$ cat config.mk
export PLATFORM = sky130hd
export DESIGN_NAME = tbc_ctrl
export DESIGN_NICKNAME = d
export VERILOG_FILES = /design/src/rtl/tbc_pkg.sv /design/src/rtl/tbc_ctrl.sv
export SDC_FILE = /design/constraint.sdc
export NUM_CORES = 1
export LEC_CHECK = 0
export CORE_AREA = 10 10 47 49
export CTS_CLUSTER_DIAMETER = 30
export CTS_CLUSTER_SIZE = 8
export DETAILED_ROUTE_END_ITERATION = 8
export DIE_AREA = 0 0 57 59
export DONT_BUFFER_PORTS = 1
export SLEW_MARGIN = 15
export SYNTH_ARGS = -nofsm -noshare
export SYNTH_HDL_FRONTEND = slang
export SYNTH_SLANG_ARGS = --single-unit
$ cat constraint.sdc
create_clock -name clk -period 1.4 [get_ports clk]
set_clock_uncertainty 0.1 [all_clocks]
set_input_delay 0.28 -clock clk [delete_from_list [all_inputs] [get_ports clk]]
set_output_delay 0.28 -clock clk [all_outputs]
set_load 0.02 [all_outputs]
$ cat src/rtl/tbc_pkg.sv
// ----------------------------------------------------------------------------
// tbc_pkg
// Types and constants shared by the translation block cache modules.
// ----------------------------------------------------------------------------
package tbc_pkg;

  localparam logic [1:0] KIND_LOOKUP  = 2'd0;
  localparam logic [1:0] KIND_INSTALL = 2'd1;
  localparam logic [1:0] KIND_RANGE   = 2'd2;
  localparam logic [1:0] KIND_ALL     = 2'd3;

  localparam logic       CFG_PHYS_MASK = 1'b0;
  localparam logic       CFG_MAX_BYTES = 1'b1;

  localparam logic [31:0] PHYS_MASK_RESET = 32'd536870911;
  localparam logic [15:0] MAX_BYTES_RESET = 16'd1040;
  localparam logic [31:0] HASH_MULT       = 32'h7feb352d;
  localparam logic [31:0] WORD_BYTES      = 32'd4;

  typedef struct packed {
    logic [1:0]  kind;
    logic [31:0] address;
    logic [31:0] end_address;
    logic [31:0] entry_address;
    logic [31:0] base_address;
    logic [15:0] code_length;
    logic [9:0]  insn_count;
    logic [31:0] range_size;
    logic        count_stats;
  } req_t;

  typedef struct packed {
    logic        found;
    logic [9:0]  slot_index;
    logic [31:0] entry_out;
    logic [31:0] base_out;
    logic [31:0] end_out;
    logic [15:0] length_out;
    logic [9:0]  insns_out;
    logic        table_flushed;
    logic [10:0] removed_count;
    logic [31:0] generation_out;
    logic [31:0] hit_total;
    logic [31:0] miss_total;
  } rsp_t;

  typedef struct packed {
    logic [31:0] start_addr;
    logic [31:0] end_addr;
    logic [31:0] entry_addr;
    logic [31:0] base_addr;
    logic [15:0] code_len;
    logic [9:0]  insns;
    logic [31:0] generation;
  } slot_row_t;

  typedef struct packed {
    logic accept;
    logic scan_start;
    logic scan_run;
    logic sweep_start;
    logic sweep_run;
    logic gen_bump;
    logic write_slot;
    logic finish;
  } ctl_cmd_t;

  typedef struct packed {
    logic [1:0] kind;
    logic       scan_done;
    logic       sweep_done;
    logic       want_flush;
    logic       out_free;
  } ctl_sts_t;

endpackage

$ cat src/rtl/tbc_ctrl.sv
// ----------------------------------------------------------------------------
// tbc_ctrl
// Sequencer: hash, probe scan, table sweep, slot write and result transfer.
// ----------------------------------------------------------------------------
module tbc_ctrl
  import tbc_pkg::*;
(
  input  logic     clk,
  input  logic     rst,
  input  logic     cmd_valid,
  output logic     cmd_stall,
  input  ctl_sts_t sts,
  output ctl_cmd_t ctl
);

  localparam logic [2:0] ST_IDLE   = 3'd0;
  localparam logic [2:0] ST_HASH   = 3'd1;
  localparam logic [2:0] ST_SCAN   = 3'd2;
  localparam logic [2:0] ST_DECIDE = 3'd3;
  localparam logic [2:0] ST_SWEEP  = 3'd4;
  localparam logic [2:0] ST_WRITE  = 3'd5;
  localparam logic [2:0] ST_RESULT = 3'd6;

  logic [2:0] state, state_next;
  logic [2:0] ret, ret_next;

  assign cmd_stall = (state != ST_IDLE);

  always_comb begin
    state_next = state;
    ret_next   = ret;
    ctl        = '0;
    unique case (state)
      ST_IDLE: begin
        if (cmd_valid) begin
          ctl.accept = 1'b1;
          state_next = ST_HASH;
        end
      end
      ST_HASH: begin
        ctl.scan_start = 1'b1;
        if (sts.kind == KIND_ALL) begin
          ctl.gen_bump    = 1'b1;
          ctl.sweep_start = 1'b1;
          ret_next        = ST_RESULT;
          state_next      = ST_SWEEP;
        end else begin
          state_next = ST_SCAN;
        end
      end
      ST_SCAN: begin
        ctl.scan_run = !sts.scan_done;
        if (sts.scan_done) state_next = ST_DECIDE;
      end
      ST_DECIDE: begin
        if (sts.kind == KIND_INSTALL) begin
          if (sts.want_flush) begin
            ctl.gen_bump    = 1'b1;
            ctl.sweep_start = 1'b1;
            ret_next        = ST_WRITE;
            state_next      = ST_SWEEP;
          end else begin
            state_next = ST_WRITE;
          end
        end else begin
          state_next = ST_RESULT;
        end
      end
      ST_SWEEP: begin
        ctl.sweep_run = !sts.sweep_done;
        if (sts.sweep_done) state_next = ret;
      end
      ST_WRITE: begin
        ctl.write_slot = 1'b1;
        state_next     = ST_RESULT;
      end
      ST_RESULT: begin
        if (sts.out_free) begin
          ctl.finish = 1'b1;
          state_next = ST_IDLE;
        end
      end
      default: state_next = ST_IDLE;
    endcase
  end

  // clear the valid bits after reset before taking any item
  always_ff @(posedge clk) begin
    if (rst) begin
      state <= ST_SWEEP;
      ret   <= ST_IDLE;
    end else begin
      state <= state_next;
      ret   <= ret_next;
    end
  end

endmodule

==> results.yml, run 1 <==
synthesis:
  synth_fp_nets: 65
  yosysSeqAreaShare_pct: 25.1
  yosys.area.top_type_share_pct: 25.1
  yosysMostFrequentCell: "dfxtp_1"
  synthTopCellsByArea: "dfxtp_1 (25%), buf_4 (4.7%), nand3b_4 (4.2%)"
  synth_cells: 56
  async_flop_share_pct: 0
  synthTopCellsByCount: "dfxtp_1 (6), nor2_1 (5)"
  synth-edff-count: 0
  post-synth-top-area-cell: "dfxtp_1"
  syn_area_sq_um: 478
  syn_area_per_cell_sq_um: 8.53
  yosysWarningCount: 0
  ys_ff_latch: 6
  synth-main-ff-cell: "dfxtp_1"
  synth.distinct_cells: 34
pwr:
  ir_drop_uv: 446
  powerDensity_nw_per_um2: 903
  totalPowerFinal_mw: 0.683
  power_leakage_nw: 0.327
setup_path:
  worstSetupStartpointType: "flop"
  cpMaxStageDelayCell: "dfxtp_4"
  cp_max_fo: 7
  endpoint: "ctl[2]"
  reg2reg_to: "state[2]$_SDFFE_PP1P_"
  cp.required_ns: 1.02
  cp-end-kind: "output port"
  r2r_cells: 3
  slowest_delay_ns: 0.37
  worstPathCellList: "or2b_1 > a21oi_4 > buf_12"
  cp.arrival_ns: 1.18
  cp-startpoint: "state[1]$_SDFFE_PP0P_"
  rrSetupSlack_ns: -0.01
  reg2reg_from: "state[2]$_SDFFE_PP1P_"
  critPathKind: "reg2out"
cells_and_area:
  drive_gt1_share_pct: 52.1
  fillers: 139
  fin_nets: 84
  final_area_sq_um: 757
  multi_input_area_sq_um: 392
  area_delta_synth_final_pct: 58.4
  seq_area_sq_um: 131
  final_cells: 89
  antennaDiodeCount: 0
  fin_util_pct: 54.0
timing:
  tns_ns: -1.13
  hold-worst-slack_ns: 0.0383
  tightestPinTransition_ns: 0.453
  setup_violations: 10
  fin_crit_sh_pct: 111
  rsz0062_at_grt: "yes"
  setup_slack_ns: -0.159
  max_slew_margin_pct: 69.7
  fin_crit_ns: 1.56
  slew_viol_final: 0
  hold_viol: 0
  fmax_mhz: 642
placed_design:
  port_buffers: 0
  place_inst: 81
  dp_hpwl_mm: 1.00
  pre_cts_ws_ns: -0.00123
  placed_area_sq_um: 587
  gp_congestion: 0.788
run:
  cap_violations: 0
routing:
  drtPass1Iterations: 4
  drt_iter0_drc: 16
  route.vias.total: 511
  wire_per_inst_um: 16.0
  drc: 0
  vias_per_cell: 5.74
  routed_wl_mm: 1.42
  detail-route-antenna-nets: 0
clock_tree:
  numCtsBuffers: 3
  cts_tree: "built"
  clock_latency_ns: 0.25
  clkTransAtPathRegs_ns: 0.05
  cts_root_buf: "clkbuf_4"
  cts_num_sinks: 6
  cts.htree.levels: 1
  clockBufferDepth: 2
grt:
  overflow: 0
  grt_max_degree: 10
  grt_pass1_vias: 503
  grt_pass1_wl_mm: 2.26
  antenna_found_initial: 0
  grt_use_total_pct: 8.17
hold_path:
  min_path_type: "in2reg"
floorplan:
  io_pins: 18
  initial_utilization_pct: 34.1
  fp-row-count: 14
  core_sq_um: 1400
  die_area_sq_um: 3360
  fp.dieW_um: 57
  die_h_um: 59
outcome:
  outcome: "finished, violations left"
  violations: "negative setup slack"
==> power by group <==
group | switching (mW) | internal [mW] | total [mW]
registers | 0.0262 | 0.186 | 0.212
logic | 0.146 | 0.160 | 0.306
clock network | 0.0675 | 0.0973 | 0.165
==> cell type report <==
type,count,share of cell area [%]
clock buffers,3,2.98
well taps,16,2.64
flip-flops and latches,6,17.4
inverters,4,1.98
repair buffers,18,23.3
multi-input cells,42,51.7
==> cell usage in the layout, fill, tap and decap left out, types with 2 or more instances in the layout <==
master and count:
nand2b_1 2, a211oi_1 2, a21oi_1 3, inv_1 2
nor2_1 2, inv_2 2, nor2_4 2, dfxtp_1 3
buf_6 7, buf_4 9, o21a_1 2, clkbuf_4 3
nand2_1 2, dfxtp_4 3
==> flip-flops by register name, indices dropped and copies added (netlist names) <==
signal  cells
ret         3
state       3
==> critical path: cells and delay by family, from the launching register on <==
family,cells,cell delay [ns]
AOI/OAI and AO/OA,1,0.16
DFF,1,0.37
and+or+nand+nor,1,0.26
buffers and inverters,1,0.14
==> metal layers <==
| layer | vias to the layer above | routed length, um | global-route usage, % | part of all wire, % |
|---|---|---|---|---|
| li1 | 244 | - | - | - |
| met1 | 241 | 558 | 8.55 | 39 |
| met2 | 26 | 648 | 12.7 | 46 |
| met3 | 0 | 215 | 5.58 | 15 |
| met4 | 0 | 0 | 3.02 | 0 |
| met5 | - | 0 | 0 | 0 |
==> worst min-delay path by stage <==
stage,start,end,slack [ns],depth (start not counted)
global route,rst,state[2]$_SDFFE_PP1P_,0.05,1
finish,rst,state[2]$_SDFFE_PP1P_,0.04,1
floorplan,rst,ret[1]$_SDFFE_PP0P_,0.25,1
global placement,rst,ret[1]$_SDFFE_PP0P_,0.26,1
CTS,rst,ret[1]$_SDFFE_PP0P_,0.0006,1
detailed placement,rst,ret[1]$_SDFFE_PP0P_,0.26,1
==> repair_timing <==
item                                   4_1_cts  5_1_grt
endpoints found under the hold margin        0        1
resized for setup                           13       12
hold buffers                                 0        1
setup buffers                                2        2
setup endpoints to repair                   10       11
pin swaps                                    1        2
==> cell families (layout without fill, tap and decap cells) <==
logic type / Yosys count / after routing / share of synthesized area (%)
AND/OR/NAND/NOR: 23 / 23 / 32.5
AO/OA/AOI/OAI: 18 / 18 / 30.1
buffers and inverters: 8 / 25 / 10.2
flip-flops: 6 / 6 / 25.1
multiplexers: 1 / 1 / 2.09
Note: power is estimated with default switching activity, not from simulation.
==> run 2: changes to the inputs <==
--- a/config.mk
+++ b/config.mk
@@ -5,12 +5,15 @@
 export SDC_FILE = /design/constraint.sdc
 export NUM_CORES = 1
 export LEC_CHECK = 0
+export CELL_PAD_IN_SITES_DETAIL_PLACEMENT = 0
+export CELL_PAD_IN_SITES_GLOBAL_PLACEMENT = 1
 export CORE_AREA = 10 10 47 49
 export CTS_CLUSTER_DIAMETER = 30
 export CTS_CLUSTER_SIZE = 8
 export DETAILED_ROUTE_END_ITERATION = 8
 export DIE_AREA = 0 0 57 59
 export DONT_BUFFER_PORTS = 1
+export PLACE_DENSITY_LB_ADDON = 0.1
 export SLEW_MARGIN = 15
 export SYNTH_ARGS = -nofsm -noshare
 export SYNTH_HDL_FRONTEND = slang
==> results.yml, run 2 (synthesized netlist as in run 1, its figures left out) <==
placed_design:
  dp_hpwl_mm: 1.13
  gp_congestion: 0.799
  place_inst: 80
  pre_cts_ws_ns: -0.0278
  port_buffers: 0
outcome:
  outcome: "finished, violations left"
  violations: "negative setup slack"
routing:
  drc: 0
  routed_wl_mm: 1.56
  drtPass1Iterations: 4
  vias_per_cell: 5.70
  drt_iter0_drc: 14
  route.vias.total: 507
  wire_per_inst_um: 17.6
  detail-route-antenna-nets: 0
floorplan:
  die_h_um: 59
  fp-row-count: 14
  core_sq_um: 1400
  fp.dieW_um: 57
  initial_utilization_pct: 34.1
  die_area_sq_um: 3360
  io_pins: 18
pwr:
  p_sw_mw: 0.238
  power_frac_clock_pct: 22.7
  power_leakage_nw: 0.336
  ir_drop_uv: 590
  p_seq_share_pct: 31.0
  switching_share_pct: 34.5
  powerDensity_nw_per_um2: 883
  p_comb_share_pct: 46.3
  p_int_mw: 0.450
setup_path:
  cp-end-kind: "output port"
  cp_max_fo: 6
  crit_family: "flip-flops"
  path_buf_inv: 1
  critPathKind: "reg2out"
  cp.required_ns: 1.02
  worstPathCellList: "or2b_1 > a21oi_4 > buf_12"
  slowest_delay_ns: 0.36
  cp.arrival_ns: 1.17
  worstSetupStartpointType: "flop"
  cpMaxStageDelayCell: "dfxtp_4"
clock_tree:
  clkTransAtPathRegs_ns: 0.04
  clockBufferDepth: 2
  cts.htree.levels: 1
  hold_buffers: 0
  cts_root_buf: "clkbuf_4"
  cts_num_sinks: 6
  clock_latency_ns: 0.24
  numCtsBuffers: 3
  cts_tree: "built"
grt:
  grt_use_met1_pct: 9.33
  overflow: 0
  grt_pass1_wl_mm: 2.48
  grt_use_total_pct: 9.01
  grt_pass1_vias: 490
  antenna_found_initial: 0
  grt_max_degree: 9
  grtUsageMet2_pct: 15.5
  busiest_layer: "met2"
  use_met3_pct: 4.08
hold_path:
  min_path_type: "in2reg"
timing:
  rsz0062_at_grt: "yes"
  setup_slack_ns: -0.146
  max_slew_margin_pct: 83.9
  hold-worst-slack_ns: 0.0142
  setup_violations: 9
  tightestPinTransition_ns: 0.240
  fin_crit_sh_pct: 110
  fin_crit_ns: 1.55
  slew_viol_final: 0
  tns_ns: -0.936
  fmax_mhz: 647
  hold_viol: 0
cells_and_area:
  drive_gt1_share_pct: 57.5
  fin_util_pct: 55.6
  top_regs: "ret: 3 flops, state: 3 flops"
  area_delta_synth_final_pct: 63.1
  layout_common_cells: "buf_4 (8), buf_6 (7), clkbuf_4 (3), dfxtp_1 (3), dfxtp_4 (3)"
  final_cells: 89
  layout_commonest_cell: "buf_4"
  fillers: 140
  fin_nets: 84
  antennaDiodeCount: 0
run:
  cap_violations: 0
[run 2: per-stage QoR]
stage | total power, mW | instance area, sq um
3_5_place_dp | 0.421 | 579
3_3_place_gp | 0.417 | 579
5_1_grt | 0.735 | 779
6_report | 0.688 | 779
2_1_floorplan | 0.366 | 498
4_1_cts | 0.642 | 706
[run 2: area by class of cell]
class,instances,area [sq um],area share (%)
multi-input cells,42,409,52.5
repair buffers,18,179,23.0
flip-flops and latches,6,131,16.9
clock buffers,3,22.5,2.89
well taps,16,20.0,2.57
inverters,4,17.5,2.25
[run 2: what timing repair did]
| action | CTS | global route |
|---|---|---|
| pin swaps | 3 | 2 |
| resized for setup | 20 | 13 |
| setup buffers | 4 | 2 |
| endpoints found under the setup margin | 10 | 11 |
[run 2: layer usage]
metal	wire length, um	share of wire (%)	vias to the layer above
met2	786	50	16
li1	-	-	243
met4	24	1.5	0
met3	147	9.4	4
met5	0	0	-
met1	606	39	244
[run 2: power by group through the flow]
| stage | Clock (mW) | Combinational [mW] | Sequential, mW |
|---|---|---|---|
| 2_1_floorplan | 0 | 0.167 | 0.199 |
| 3_3_place_gp | 0 | 0.209 | 0.208 |
| 3_5_place_dp | 0 | 0.211 | 0.210 |
| 4_1_cts | 0.161 | 0.273 | 0.207 |
| 5_1_grt | 0.179 | 0.341 | 0.215 |
| 6_report | 0.156 | 0.319 | 0.213 |
[run 2: path summary, 6_finish.rpt]
path	slack, ns	start	endpoint	cells past startpoint
max	-0.15	state[1]$_SDFFE_PP0P_	ctl[4]	3
min	0.01	rst	ret[1]$_SDFFE_PP0P_	1
max reg2reg	0.03	state[0]$_SDFFE_PP0P_	state[1]$_SDFFE_PP0P_	4
min reg2reg	0.41	ret[2]$_SDFFE_PP0P_	ret[2]$_SDFFE_PP0P_	1
==> run 3: changes to the inputs <==
--- a/config.mk
+++ b/config.mk
@@ -13,6 +13,7 @@
 export DETAILED_ROUTE_END_ITERATION = 8
 export DIE_AREA = 0 0 57 59
 export DONT_BUFFER_PORTS = 1
+export HOLD_SLACK_MARGIN = 0.15
 export PLACE_DENSITY_LB_ADDON = 0.1
 export SLEW_MARGIN = 15
 export SYNTH_ARGS = -nofsm -noshare
==> results.yml, run 3 (synthesized netlist as in run 1, its figures left out) <==
outcome:
  outcome: "finished, violations left"
  violations: "negative setup slack"
grt:
  grt_pass1_wl_mm: 2.50
  overflow: 0
  grt_use_total_pct: 9.10
  grt_pass1_vias: 490
  grt_max_degree: 9
  antenna_found_initial: 0
clock_tree:
  cts_root_buf: "clkbuf_4"
  clock_latency_ns: 0.24
  numCtsBuffers: 3
  cts_num_sinks: 6
  clockBufferDepth: 2
  cts_tree: "built"
  cts.htree.levels: 1
  clkTransAtPathRegs_ns: 0.04
setup_path:
  cp-end-kind: "output port"
  reg2reg_to: "state[1]$_SDFFE_PP0P_"
  cp.required_ns: 1.02
  reg2reg_from: "state[0]$_SDFFE_PP0P_"
  cp.arrival_ns: 1.17
  r2r_cells: 4
  critPathKind: "reg2out"
  rrSetupSlack_ns: 0.04
  worstSetupStartpointType: "flop"
  cp_max_fo: 6
pwr:
  ir_drop_uv: 594
  power_leakage_nw: 0.340
  powerDensity_nw_per_um2: 876
routing:
  wire_per_inst_um: 17.4
  detail-route-antenna-nets: 0
  route.vias.total: 509
  vias_per_cell: 5.66
  routed_wl_mm: 1.57
  drt_iter0_drc: 13
  drc: 0
  drtPass1Iterations: 4
cells_and_area:
  drive_gt1_share_pct: 56.8
  top_regs: "ret: 3 flops, state: 3 flops"
  fin_util_pct: 56.3
  layout_commonest_cell: "buf_4"
  final_area_sq_um: 790
  layout_common_cells: "buf_4 (8), buf_6 (7), clkbuf_4 (3), dfxtp_1 (3), dfxtp_4 (3)"
  fillers: 138
  antennaDiodeCount: 0
  area_delta_synth_final_pct: 65.2
  fin_nets: 85
timing:
  setup_violations: 9
  setup_slack_ns: -0.147
  max_slew_margin_pct: 84.0
  slew_viol_final: 0
  hold_viol: 0
  rsz0062_at_grt: "yes"
  fmax_mhz: 646
  tightestPinTransition_ns: 0.240
  fin_crit_sh_pct: 111
  fin_crit_ns: 1.55
placed_design:
  placed_area_sq_um: 579
  dp_hpwl_mm: 1.13
  port_buffers: 0
  gp_congestion: 0.799
  pre_cts_ws_ns: -0.0278
hold_path:
  hold_path_end: "state[0]$_SDFFE_PP0P_"
  min_path_type: "in2reg"
  min-delay-start: "sts[5]"
  hold-path-cell-count: 2
floorplan:
  die_area_sq_um: 3360
  core_sq_um: 1400
  fp.dieW_um: 57
  die_h_um: 59
  fp-row-count: 14
  io_pins: 18
  initial_utilization_pct: 34.1
run:
  cap_violations: 0
run 3: cell types whose count changed in the layout (fill, tap and decap cells not counted):
| cell | before | now |
|---|---|---|
| dlygate4sd3_1 | 0 | 1 |
run 3: metal layers:
layer  vias to the layer above  wire length [um]  global-route usage [%]
met5                         -                 0                       0
met4                         0                24                    3.02
met3                         4               144                    4.08
met2                        18               771                    15.8
met1                       241               627                    9.57
li1                        246                 -                       -
run 3: worst max path at each step:
| stage | startpoint | slack (ns) | end |
|---|---|---|---|
| 3_3_place_gp | state[2]$_SDFFE_PP1P_ | 0.02 | state[2]$_SDFFE_PP1P_ |
| 2_1_floorplan | state[2]$_SDFFE_PP1P_ | -0.19 | ctl[3] |
| 3_5_place_dp | state[2]$_SDFFE_PP1P_ | -0.03 | state[2]$_SDFFE_PP1P_ |
| 5_1_grt | state[1]$_SDFFE_PP0P_ | -0.19 | ctl[4] |
| 4_1_cts | state[1]$_SDFFE_PP0P_ | -0.16 | ctl[2] |
| 6_report | state[1]$_SDFFE_PP0P_ | -0.15 | ctl[4] |
run 3: cell type report:
class / count / area (sq um) / area share (%)
Clock buffer: 3 / 22.5 / 2.85
Inverter: 4 / 17.5 / 2.22
Multi-Input combinational cell: 42 / 409 / 51.8
Sequential cell: 6 / 131 / 16.6
Tap cell: 16 / 20.0 / 2.54
Timing Repair Buffer: 19 / 189 / 23.9
run 3: per-stage QoR:
step | TNS (ns) | power (mW) | hold slack (ns) | cells
4_1_cts | -1.08 | 0.645 | 0.185 | 88
3_3_place_gp | 0 | 0.417 | 0.257 | 80
2_1_floorplan | -0.399 | 0.366 | 0.253 | 56
6_report | -0.935 | 0.692 | 0.194 | 90
3_5_place_dp | -0.0278 | 0.421 | 0.256 | 80
5_1_grt | -1.31 | 0.739 | 0.192 | 90
run 3: power by group:
group	switching, mW	internal, mW	total, mW
Combinational	0.153	0.169	0.322
Sequential	0.0266	0.186	0.213
Clock	0.0603	0.0968	0.157
Total	0.240	0.452	0.692
run 3: worst max-delay path, cell delays in order (launching register included):
cell and delay, ns:
dfxtp_4 0.36, or2b_1 0.25, a21oi_4 0.17, buf_12 0.15
run 3: repair_timing:
item | 4_1_cts | 5_1_grt
gates resized for setup | 20 | 13
hold endpoints to repair | 5 | 0
setup endpoints to repair | 10 | 11
setup buffers | 4 | 2
hold buffers | 1 | 0
pin swaps | 3 | 2
